$ cat config.mk
export PLATFORM = sky130hd
export DESIGN_NAME = rfid_ascii_hex_frame_parser
export DESIGN_NICKNAME = d
export VERILOG_FILES = /design/src/design/rfhx_pkg.sv /design/src/design/rfid_ascii_hex_frame_parser.sv /design/src/design/rfhx_front.sv /design/src/design/rfhx_queue.sv /design/src/design/rfhx_back.sv
export SDC_FILE = /design/constraint.sdc
export NUM_CORES = 1
export LEC_CHECK = 0
export ABC_AREA = 1
export BUFFER_PORTS_ARGS = -buffer_cell sky130_fd_sc_hd__buf_2
export CAP_MARGIN = 20
export CELL_PAD_IN_SITES_DETAIL_PLACEMENT = 0
export CELL_PAD_IN_SITES_GLOBAL_PLACEMENT = 1
export CORE_MARGIN = 2
export CORE_UTILIZATION = 50
export DETAILED_ROUTE_END_ITERATION = 16
export PLACE_DENSITY = 0.88
export SKIP_CTS_REPAIR_TIMING = 1
export SYNTH_ARGS = -nofsm -noshare
export SYNTH_HDL_FRONTEND = slang
export SYNTH_SLANG_ARGS = --single-unit
$ cat constraint.sdc
create_clock -name clock -period 5.9 [get_ports clock]
set_clock_uncertainty 0.05 [all_clocks]
set_input_delay 0.295 -clock clock [delete_from_list [all_inputs] [get_ports clock]]
set_output_delay 0.295 -clock clock [all_outputs]
set_load 0.01 [all_outputs]
$ cat src/design/rfhx_pkg.sv
// shared constants, item type and hex digit decode for the rfid frame parser
package rfhx_pkg;

   localparam int STORE_DEPTH   = 16;
   localparam int POS_W         = $clog2(STORE_DEPTH);
   localparam int FRAME_END_POS = 13;
   localparam int TAG_BYTES     = 5;
   localparam int TAG_W         = 8 * TAG_BYTES;
   localparam int RSP_DATA_W    = ((TAG_W + 1 + 7) / 8) * 8;
   localparam int QUEUE_DEPTH   = 2;
   localparam int QPTR_W        = $clog2(QUEUE_DEPTH);
   localparam int QCNT_W        = $clog2(QUEUE_DEPTH + 1);

   localparam logic [7:0] FRAME_STX = 8'h02;
   localparam logic [7:0] FRAME_ETX = 8'h03;

   localparam logic [1:0] KIND_DATA = 2'd0;
   localparam logic [1:0] KIND_STX  = 2'd1;
   localparam logic [1:0] KIND_ETX  = 2'd2;

   typedef struct packed {
      logic [1:0] kind;
      logic [7:0] rx_byte;
   } item_type;

   function automatic logic [3:0] hex_nibble(input logic [7:0] c);
      logic [3:0] v;
      v = 4'd0;
      if (c inside {[8'h30:8'h39]}) begin
         v = c[3:0];
      end else if (c inside {[8'h41:8'h46], [8'h61:8'h66]}) begin
         v = c[3:0] + 4'd9;
      end
      return v;
   endfunction

endpackage

$ cat src/design/rfid_ascii_hex_frame_parser.sv
// top level of the rfid reader ascii hex frame parser
//
// req channel: one received serial byte per beat. 0x02 starts a frame,
// 0x03 ends it, anything else is written into a 16-byte frame store.
// rsp channel: one beat per good frame end (header 0x02, end at position
// 13): tag_id with the first tag byte in the top bits, and checksum_ok
// set when the xor of the five tag bytes matches the received checksum.
// other bytes produce no beat.
//
// a result is valid once its end byte has passed through the queue and the
// output register. the back end takes one byte per cycle while no result
// waits with rsp_tready low, with a registered store update and combinational tag decode.
// a two-entry queue sits between byte intake and the back end, and the
// result sits in an output register, so intake continues while a result
// waits. while a result waits with rsp_tready low the back end holds, the
// queue fills and req_tready drops after at most two more bytes.
// reset clears the frame store, the write position, the queue and the
// output valid flag; req_tready is high right after reset.
module rfid_ascii_hex_frame_parser (
   input  logic                                 clock,
   input  logic                                 reset,
   input  logic                                 req_tvalid,
   output logic                                 req_tready,
   input  logic [7:0]                           req_tdata,  // rx_byte[7:0]
   output logic                                 rsp_tvalid,
   input  logic                                 rsp_tready,
   output logic [rfhx_pkg::RSP_DATA_W-1:0]      rsp_tdata   // tag_id[39:0], checksum_ok[40]
);
   import rfhx_pkg::*;

   logic     push;
   item_type push_item;
   logic     queue_full;
   logic     queue_not_empty;
   item_type head_item;
   logic     pop;

   rfhx_front u_front (
      .req_tvalid (req_tvalid),
      .req_tdata  (req_tdata),
      .queue_full (queue_full),
      .req_tready (req_tready),
      .push       (push),
      .push_item  (push_item)
   );

   rfhx_queue u_queue (
      .clock     (clock),
      .reset     (reset),
      .push      (push),
      .push_item (push_item),
      .pop       (pop),
      .full      (queue_full),
      .not_empty (queue_not_empty),
      .head_item (head_item)
   );

   rfhx_back u_back (
      .clock      (clock),
      .reset      (reset),
      .item_valid (queue_not_empty),
      .item       (head_item),
      .item_pop   (pop),
      .rsp_tvalid (rsp_tvalid),
      .rsp_tready (rsp_tready),
      .rsp_tdata  (rsp_tdata)
   );

endmodule

$ cat src/design/rfhx_front.sv
// front end: accepts received bytes and tags each as frame start, frame end or data
module rfhx_front (
   input  logic              req_tvalid,
   input  logic [7:0]        req_tdata,
   input  logic              queue_full,
   output logic              req_tready,
   output logic              push,
   output rfhx_pkg::item_type push_item
);
   import rfhx_pkg::*;

   always_comb begin
      push_item.rx_byte = req_tdata;
      case (req_tdata)
         FRAME_STX: push_item.kind = KIND_STX;
         FRAME_ETX: push_item.kind = KIND_ETX;
         default:   push_item.kind = KIND_DATA;
      endcase
   end

   assign req_tready = !queue_full;
   assign push       = req_tvalid && !queue_full;

endmodule

$ cat src/design/rfhx_queue.sv
// short queue of classified bytes between front and back end
module rfhx_queue (
   input  logic               clock,
   input  logic               reset,
   input  logic               push,
   input  rfhx_pkg::item_type push_item,
   input  logic               pop,
   output logic               full,
   output logic               not_empty,
   output rfhx_pkg::item_type head_item
);
   import rfhx_pkg::*;

   item_type           entry_ff [QUEUE_DEPTH];
   logic [QPTR_W-1:0]  wr_ptr_ff, wr_ptr_in;
   logic [QPTR_W-1:0]  rd_ptr_ff, rd_ptr_in;
   logic [QCNT_W-1:0]  count_ff, count_in;
   logic               do_pop;

   assign full      = (count_ff == QCNT_W'(QUEUE_DEPTH));
   assign not_empty = (count_ff != '0);
   assign head_item = entry_ff[rd_ptr_ff];
   assign do_pop    = pop && not_empty;

   always_comb begin
      wr_ptr_in = wr_ptr_ff;
      rd_ptr_in = rd_ptr_ff;
      count_in  = count_ff;
      if (push) begin
         wr_ptr_in = (wr_ptr_ff == QPTR_W'(QUEUE_DEPTH - 1)) ? '0 : wr_ptr_ff + 1'b1;
      end
      if (do_pop) begin
         rd_ptr_in = (rd_ptr_ff == QPTR_W'(QUEUE_DEPTH - 1)) ? '0 : rd_ptr_ff + 1'b1;
      end
      if (push && !do_pop) begin
         count_in = count_ff + 1'b1;
      end else if (!push && do_pop) begin
         count_in = count_ff - 1'b1;
      end
   end

   always_ff @(posedge clock) begin
      if (reset) begin
         wr_ptr_ff <= '0;
         rd_ptr_ff <= '0;
         count_ff  <= '0;
      end else begin
         wr_ptr_ff <= wr_ptr_in;
         rd_ptr_ff <= rd_ptr_in;
         count_ff  <= count_in;
      end
   end

   always_ff @(posedge clock) begin
      if (push) begin
         entry_ff[wr_ptr_ff] <= push_item;
      end
   end

endmodule

$ cat src/design/rfhx_back.sv
// back end: frame store, write position, tag decode and result register
module rfhx_back (
   input  logic                                  clock,
   input  logic                                  reset,
   input  logic                                  item_valid,
   input  rfhx_pkg::item_type                    item,
   output logic                                  item_pop,
   output logic                                  rsp_tvalid,
   input  logic                                  rsp_tready,
   output logic [rfhx_pkg::RSP_DATA_W-1:0]       rsp_tdata
);
   import rfhx_pkg::*;

   logic [7:0]            store_ff [STORE_DEPTH];
   logic [POS_W-1:0]      pos_ff, pos_in;
   logic                  rsp_valid_ff, rsp_valid_in;
   logic [TAG_W-1:0]      tag_ff;
   logic                  sum_ok_ff;
   logic [TAG_W-1:0]      tag_dec;
   logic [7:0]            xor_dec;
   logic [7:0]            sum_dec;
   logic                  frame_hit;

   assign item_pop = item_valid && (!rsp_valid_ff || rsp_tready);

   always_comb begin
      logic [7:0] b;
      tag_dec = '0;
      xor_dec = '0;
      for (int i = 0; i < TAG_BYTES; i++) begin
         b = {hex_nibble(store_ff[2*i+1]), hex_nibble(store_ff[2*i+2])};
         tag_dec = {tag_dec[TAG_W-9:0], b};
         xor_dec = xor_dec ^ b;
      end
      sum_dec = {hex_nibble(store_ff[2*TAG_BYTES+1]), hex_nibble(store_ff[2*TAG_BYTES+2])};
   end

   assign frame_hit = (item.kind == KIND_ETX) && (store_ff[0] == FRAME_STX)
                      && (pos_ff == POS_W'(FRAME_END_POS));

   always_comb begin
      pos_in       = pos_ff;
      rsp_valid_in = rsp_valid_ff && !rsp_tready;
      if (item_pop) begin
         rsp_valid_in = frame_hit;
         case (item.kind)
            KIND_STX: pos_in = POS_W'(1);
            KIND_ETX: pos_in = '0;
            default:  pos_in = (pos_ff == POS_W'(STORE_DEPTH - 1)) ? '0 : pos_ff + 1'b1;
         endcase
      end
   end

   always_ff @(posedge clock) begin
      if (reset) begin
         pos_ff       <= '0;
         rsp_valid_ff <= 1'b0;
         for (int i = 0; i < STORE_DEPTH; i++) begin
            store_ff[i] <= '0;
         end
      end else begin
         pos_ff       <= pos_in;
         rsp_valid_ff <= rsp_valid_in;
         if (item_pop) begin
            case (item.kind)
               KIND_STX: store_ff[0]      <= FRAME_STX;
               KIND_ETX: store_ff[pos_ff] <= FRAME_ETX;
               default:  store_ff[pos_ff] <= item.rx_byte;
            endcase
         end
      end
   end

   always_ff @(posedge clock) begin
      if (item_pop && frame_hit) begin
         tag_ff    <= tag_dec;
         sum_ok_ff <= (sum_dec == xor_dec);
      end
   end

   assign rsp_tvalid = rsp_valid_ff;
   assign rsp_tdata  = {{(RSP_DATA_W - TAG_W - 1){1'b0}}, sum_ok_ff, tag_ff};

endmodule

==> results.tsv, run 1 <==
stage	metric	value	unit
cells_and_area	layout cell share with drive strength beyond 1	9.58	%
floorplan	row count	50	
worst_setup_path	reg2reg setup slack	2270	ps
cts	H-tree levels	4	
pwr	Leak	4.69	nW
sta	endpoints failing setup	0	
pwr	Pwr per Cell Area	284	nW/um2
sta	Final Hold Vio Count	0	
sta	worst slew pin tran	819	ps
sta	Final Max Slew Viols	0	
grt	GR met2 Demand/Resource	32.1	%
sta	post-layout min period	3630	ps
synthesis	Avg Cell Area, Syn	8.77	um2
synthesis	Synth Register Bits	175	
grt	gr usage total	19.8	%
worst_setup_path	Worst setup EP type	flop	
routing	drt first pass iters	5	
pwr	Worst VDD drop	0.260	mV
synthesis	Ys Warns	0	
routing	vias per cell	5.01	
routing	post-route DRC violation count	0	
cts	Clock Latency Late Sink	420	ps
grt	most used routing layer	met2	
synthesis	Distinct cells, synth	41	
floorplan	Top Ports	62	
cts	# clock sinks	175	
cells_and_area	antenna cells	0	
grt	initial antenna violation count	0	
cells_and_area	synth-to-layout area growth	10.7	%
cells_and_area	Post-layout nets	1221	
grt	total gr overflow	0	
worst_setup_path	Setup CP Type	flop to flop	
synthesis	Synth Flop Type	edfxtp_1	
grt	met1 Usage GRT	27.2	%
grt	vias in the first global route	6415	
grt	largest net degree at the start of global routing	23	
synthesis	Post-Syn Instances	1098	
cts	CTS Buf Count	17	
cts	CTS tree	yes	
floorplan	Die Area	20400	um2
sta	Setup TNS	0	ps
run	Max Cap Viol	0	
sta	unrepaired setup endpoints after global routing	false	
floorplan	total core area	18800	um2
floorplan	die height	143	um
cts	Clock transition at path regs	60	ps
routing	routed wire length	19.2	mm
pwr	Tot Pwr	3.02	mW
cts	clk buf depth	2	
synthesis	Syn Std Cell Area	9630	um2
routing	First DRT Iteration DRCs	571	
cells_and_area	Fill cells	1673	
hold_path	HP Class	input pin to flop	
floorplan	die width	143	um
routing	Final ANT Viol Nets	0	
synthesis	sequential area share after synthesis	53.6	%
routing	DR WL/cell	13.7	um
sta	Period Utilization, post-route	61.6	%
place	Port-buffer cells	54	
grt	first-pass GRT wire length	31.2	mm
synthesis	fraction of registers with async set or reset after synthesis	0	%
sta	max frequency	0.275	GHz
synthesis	EDFF count, synth	165	
worst_setup_path	Critical Path RT	5930	ps
grt	met3 GRT Util	3.42	%
worst_setup_path	Critical Path Fanout Max	11	
hold_path	Worst Min Path Start	req_tdata[5]	
status	outcome	complete, no violations	
place	Placer Congestion	0.825	
routing	vias post-DR	7025	
worst_setup_path	Critical Path AT	3670	ps
sta	relative slew slack	45.2	%
floorplan	Starting Density	51.3	%
place	HPWL after DPL	14.1	mm
cts	CTS root buf	clkbuf_16	
worst_setup_path	Worst setup SP type	flop	
==> cell type report <==
cell class	instances	area, um2	share of cell area, %
inverters	141	529	4.97
repair buffers	57	293	2.75
clock buffers	24	493	4.63
multi-input cells	764	3830	36.0
clock inverters	8	57.6	0.540
flip-flops and latches	175	5150	48.4
well taps	234	293	2.75
==> cells in the mapped netlist (8+ instances only) <==
| master | instances | area [um2] |
|---|---|---|
| inv_1 | 135 | 507 |
| clkbuf_1 | 10 | 37.5 |
| o21ai_0 | 23 | 115 |
| edfxtp_1 | 165 | 4950 |
| o21ai_1 | 10 | 50.1 |
| dfxtp_1 | 10 | 200 |
| a21oi_1 | 9 | 45.0 |
| nand3_1 | 95 | 475 |
| nand3b_1 | 10 | 75.1 |
| nand2_1 | 315 | 1180 |
| ha_1 | 53 | 663 |
| xnor2_1 | 8 | 70.1 |
| buf_4 | 9 | 67.6 |
| nand4_1 | 8 | 50.1 |
| nor3_1 | 12 | 60.1 |
| xor2_1 | 12 | 105 |
| nor2_1 | 167 | 627 |
==> sequential cells by signal, indices dropped and copies added (netlist names), named ones only <==
| signal | flops |
|---|---|
| u_queue.rd_ptr_ff | 1 |
| u_queue.wr_ptr_ff | 1 |
| u_back.rsp_tvalid | 1 |
| u_back.store_ff | 104 |
| u_queue.count_ff | 2 |
| u_back.tag_ff | 40 |
| u_queue.entry_ff | 20 |
| u_back.sum_ok_ff | 1 |
| u_back.pos_ff | 4 |
==> worst max-delay path: stages (launching register included) <==
cell and delay (ps):
dfxtp_1 510, clkinv_1 310, or2_2 340, o21ai_0 110, inv_1 80, ha_1 280
inv_1 70, nor2_4 140, inv_2 60, a21oi_2 440, and2_1 410, nand2_2 190
nand2_1 310
==> per-stage QoR <==
stage | cell area (um2) | hold WS, ps | std cells | setup WS, ps | utilization, %
detailed placement | 10100 | 405 | 1369 | 2290 | 53.8
finish | 10700 | 18.7 | 1403 | 2270 | 56.8
CTS | 10600 | 7.58 | 1401 | 2250 | 56.7
global placement | 10100 | 388 | 1369 | 2370 | 53.8
floorplan | 9650 | 344 | 1104 | 2410 | -
global route | 10700 | 16.1 | 1403 | 1870 | 56.8
==> path summary, 6_finish.rpt <==
path                       endpoint  cells after the start
max           u_back.store_ff[8][5]                     12
min          u_queue.entry_ff[1][5]                      1
max reg2reg   u_back.store_ff[8][5]                     12
min reg2reg       u_queue.rd_ptr_ff                      1
==> metal layers <==
| metal | wire (um) | up-vias | share of wire, % |
|---|---|---|---|
| met5 | 0 | - | 0 |
| met4 | 267 | 0 | 1.4 |
| met3 | 887 | 21 | 4.6 |
| met2 | 9140 | 155 | 48 |
| met1 | 8910 | 3174 | 46 |
| li1 | - | 3675 | - |
==> cell usage in the layout (no fill, tap or decap), types with 3 or more instances in the layout <==
cell type  netlist  final
conb_1           1      7
inv_2            4      4
o22ai_1          3      3
dfxtp_1         10     10
o21ai_1         10     10
buf_4            9      3
clkbuf_1        10      4
nand2_1        315    315
clkbuf_16        0     18
ha_1            53     53
nand4_1          8      8
edfxtp_1       165    165
nand3_1         95     95
xor2_1          12     12
nor2_1         167    166
a21oi_1          9      9
xnor2_1          8      8
nor3_1          12     12
o21ai_2          3      3
o21ai_0         23     23
nand3b_1        10     10
or2_2            6      6
inv_1          135    135
buf_2            4     54
clkinv_4         0      4
nor2_2           4      4
==> power breakdown <==
group	internal (mW)	switching, mW
Combinational	0.132	0.335
Clock	0.588	0.457
Sequential	1.45	0.0590
Total	2.17	0.851
==> cell families (layout without fill, tap and decap cells) <==
| kind of cell | Yosys count | after routing | share of synthesized area, % |
|---|---|---|---|
| compound gates | 54 | 54 | 3.25 |
| xor+xnor | 20 | 20 | 1.82 |
| fa+ha+maj | 53 | 53 | 6.89 |
| buf+inv | 165 | 230 | 6.92 |
| flops | 175 | 175 | 53.6 |
| other cells | 1 | 7 | 0.0390 |
| simple gates | 630 | 630 | 27.5 |
Power figures use the tool's default switching activity.
==> run 2: changes to the inputs <==
Settings changed: ABC_AREA 1 to 0, CORE_UTILIZATION 50 to 45, PLACE_DENSITY 0.88 to 0.79.
Clock period 5.9 ns to 3.1 ns, I/O delays scaled along.
==> results.tsv, run 2 <==
stage	metric	value	unit	change
status	outcome	complete, no violations		
hold_path	HP Class	input pin to flop		
cts	Clock transition at path regs	70	ps	about the same
pwr	Leak	3.99	nW	-15%
cells_and_area	synth-to-layout area growth	16.8	%	
synthesis	most frequent cell after synthesis	edfxtp_1		
worst_setup_path	Critical Path RT	3230	ps	-2700 ps
cells_and_area	Largest register FFs	104		unchanged
synthesis	Post-Syn Instances	737		-33%
grt	gr usage total	18.6	%	-1.2 points
sta	worst setup margin	234	ps	-2030 ps
cts	clk buf depth	2		unchanged
cts	CTS root buf	clkbuf_16		
cells_and_area	Fill cells	1690		+1.0%
place	Port-buffer cells	54		unchanged
grt	vias in the first global route	5788		-9.8%
sta	Final Hold Vio Count	0		unchanged
synthesis	Ys Warns	0		unchanged
cells_and_area	antenna cells	0		unchanged
floorplan	die width	146	um	+1.9%
sta	relative slew slack	42.8	%	-2.4 points
synthesis	top post-synthesis cells by area	edfxtp_1 (55%), ha_1 (7.4%), nor2_1 (5.7%), dfxtp_1 (2.2%), mux2_2 (1.9%)		
cells_and_area	post-route non-filler standard cell count	1112		-21%
sta	Final Max Slew Viols	0		unchanged
routing	drt first pass iters	5		unchanged
place	Placer Congestion	0.815		-1.2%
cells_and_area	layout cell share with drive strength beyond 1	19.7	%	+10 points
worst_setup_path	Critical Path AT	2990	ps	-680 ps
synthesis	EDFF count, synth	165		unchanged
hold_path	Worst Min Path Start	rsp_tready		
floorplan	total core area	19600	um2	+4.4%
grt	GR met2 Demand/Resource	33.5	%	+1.4 points
worst_setup_path	Worst setup SP type	flop		
synthesis	Avg Cell Area, Syn	12.2	um2	+39%
routing	vias post-DR	5967		-15%
place	Place WS	182	ps	-2100 ps
sta	max frequency	0.349	GHz	+27%
synthesis	fraction of registers with async set or reset after synthesis	0	%	unchanged
synthesis	most frequent cells after synthesis	edfxtp_1 (165), nor2_1 (136), ha_1 (53)		
routing	post-route DRC violation count	0		unchanged
synthesis	Distinct cells, synth	70		+71%
worst_setup_path	worst r2r dst	u_back.sum_ok_ff		
routing	routed wire length	19.6	mm	+2.2%
pwr	Pwr per Cell Area	564	nW/um2	+99%
grt	most used routing layer	met2		
routing	vias per cell	5.37		+7.2%
sta	Period Utilization, post-route	92.4	%	+31 points
place	HPWL after DPL	14.0	mm	-0.88%
synthesis	Yosys top cell by area	edfxtp_1		
pwr	Worst VDD drop	0.392	mV	+51%
grt	total gr overflow	0		unchanged
grt	largest net degree at the start of global routing	42		+83%
sta	endpoints failing setup	0		unchanged
worst_setup_path	Worst setup EP type	flop		
synthesis	sequential area share after synthesis	57.2	%	+3.6 points
pwr	Tot Pwr	5.94	mW	+96%
floorplan	row count	51		+2.0%
cells_and_area	largest registers	u_back.store_ff (104), u_back.tag_ff (40), u_queue.entry_ff (20)		
grt	first-pass GRT wire length	30.5	mm	-2.4%
run	Max Cap Viol	0		unchanged
routing	Final ANT Viol Nets	0		unchanged
cells_and_area	commonest non-fill, non-tap cell in the layout	edfxtp_1		
sta	worst hold slack	43.9	ps	+25.1 ps
worst_setup_path	worst r2r src	u_back.store_ff[4][1]		
cells_and_area	Largest Register	u_back.store_ff		
cells_and_area	most frequent cells in the layout	edfxtp_1 (165), nor2_1 (136), buf_2 (54)		
floorplan	Die Area	21200	um2	+3.9%
cts	# clock sinks	175		unchanged
cts	Clock Latency Late Sink	430	ps	about the same
synthesis	Synth Register Bits	175		unchanged
routing	First DRT Iteration DRCs	504		-12%
cts	CTS Buf Count	17		unchanged
sta	Setup TNS	0	ps	unchanged
floorplan	Top Ports	62		unchanged
sta	unrepaired setup endpoints after global routing	false		
cts	CTS tree	yes		
synthesis	Synth top area share	55.0	%	+3.5 points
cts	H-tree levels	4		unchanged
grt	initial antenna violation count	0		unchanged
floorplan	die height	146	um	+1.9%
routing	DR WL/cell	17.6	um	+29%
place	Placed Cells	1072		-22%
cells_and_area	Post-layout nets	899		-26%
worst_setup_path	Critical Path Fanout Max	6		-5
grt	met3 GRT Util	3.82	%	+0.40 points
worst_setup_path	reg2reg setup slack	230	ps	-2030 ps
worst_setup_path	worst r2r path cells	10		-2
floorplan	Starting Density	46.0	%	-5.3 points
sta	worst slew pin tran	855	ps	+35.7 ps
sta	post-layout min period	2870	ps	-769 ps
hold_path	hold depth	3		+2
synthesis	Syn Std Cell Area	9010	um2	-6.4%
synthesis	Synth Flop Type	edfxtp_1		
worst_setup_path	Setup CP Type	flop to flop		
hold_path	Hold EP	u_back.rsp_tvalid		
grt	met1 Usage GRT	22.1	%	-5.1 points
[run 2: cells by family after synthesis]
| logic type | after synthesis | synth area share [%] |
|---|---|---|
| fa+ha+maj | 53 | 7.36 |
| simple gates | 279 | 15.1 |
| buf+inv | 61 | 2.87 |
| flops | 175 | 57.2 |
| xor+xnor | 33 | 5.15 |
| mux | 23 | 2.94 |
| compound gates | 112 | 9.33 |
| other cells | 1 | 0.0416 |
[run 2: routing by layer]
layer | part of all wire (%) | up-vias
met5 | 0 | -
met1 | 40 | 2899
li1 | - | 2855
met2 | 52 | 175
met3 | 4.7 | 38
met4 | 2.9 | 0
[run 2: worst max path at each step]
stage                                 startpoint          endpoint  slack (ps)  cells past startpoint
after floorplan                             flop  u_back.sum_ok_ff           9                      5
after global placement     u_back.store_ff[1][1]  u_back.sum_ok_ff         360                     10
after detailed placement   u_back.store_ff[1][1]  u_back.sum_ok_ff         180                     10
after CTS                 u_back.store_ff[10][1]  u_back.sum_ok_ff         140                     10
after global routing      u_back.store_ff[10][0]  u_back.sum_ok_ff           6                     10
final                      u_back.store_ff[4][1]  u_back.sum_ok_ff         230                     10
[run 2: power breakdown]
| part | leakage (nW) | switching [mW] | total (mW) | internal [mW] |
|---|---|---|---|---|
| combinational | 1.98 | 0.562 | 0.912 | 0.350 |
| clock | 0.283 | 0.958 | 2.17 | 1.22 |
| sequential | 1.72 | 0.0972 | 2.85 | 2.75 |
| total | 3.99 | 1.62 | 5.94 | 4.32 |
[run 2: metrics by stage]
| stage | instance area (um2) | util (%) |
|---|---|---|
| 4_1_cts | 10400 | 53.1 |
| 5_1_grt | 10500 | 53.7 |
| 6_report | 10500 | 53.7 |
| 3_3_place_gp | 9800 | 50.0 |
| 3_5_place_dp | 9800 | 50.0 |
| 2_1_floorplan | 9050 | - |
[run 2: worst max-delay path, stage by stage (launching register included)]
cell and delay [ps]:
edfxtp_1 480, inv_1 130, ha_1 190, nand2b_1 110
o21ai_0 80, a31oi_1 360, a21oi_1 130, nor2_1 310
xnor3_4 550, xnor2_1 180, nor4_2 50
[run 2: layout make-up]
class	instances	area, um2	share of cell area (%)
Sequential cell	175	5150	49.0
Timing Repair Buffer	94	603	5.73
Clock buffer	17	425	4.04
Multi-Input combinational cell	507	3690	35.0
Inverter	39	146	1.39
Tap cell	265	332	3.15
Clock inverter	15	176	1.68
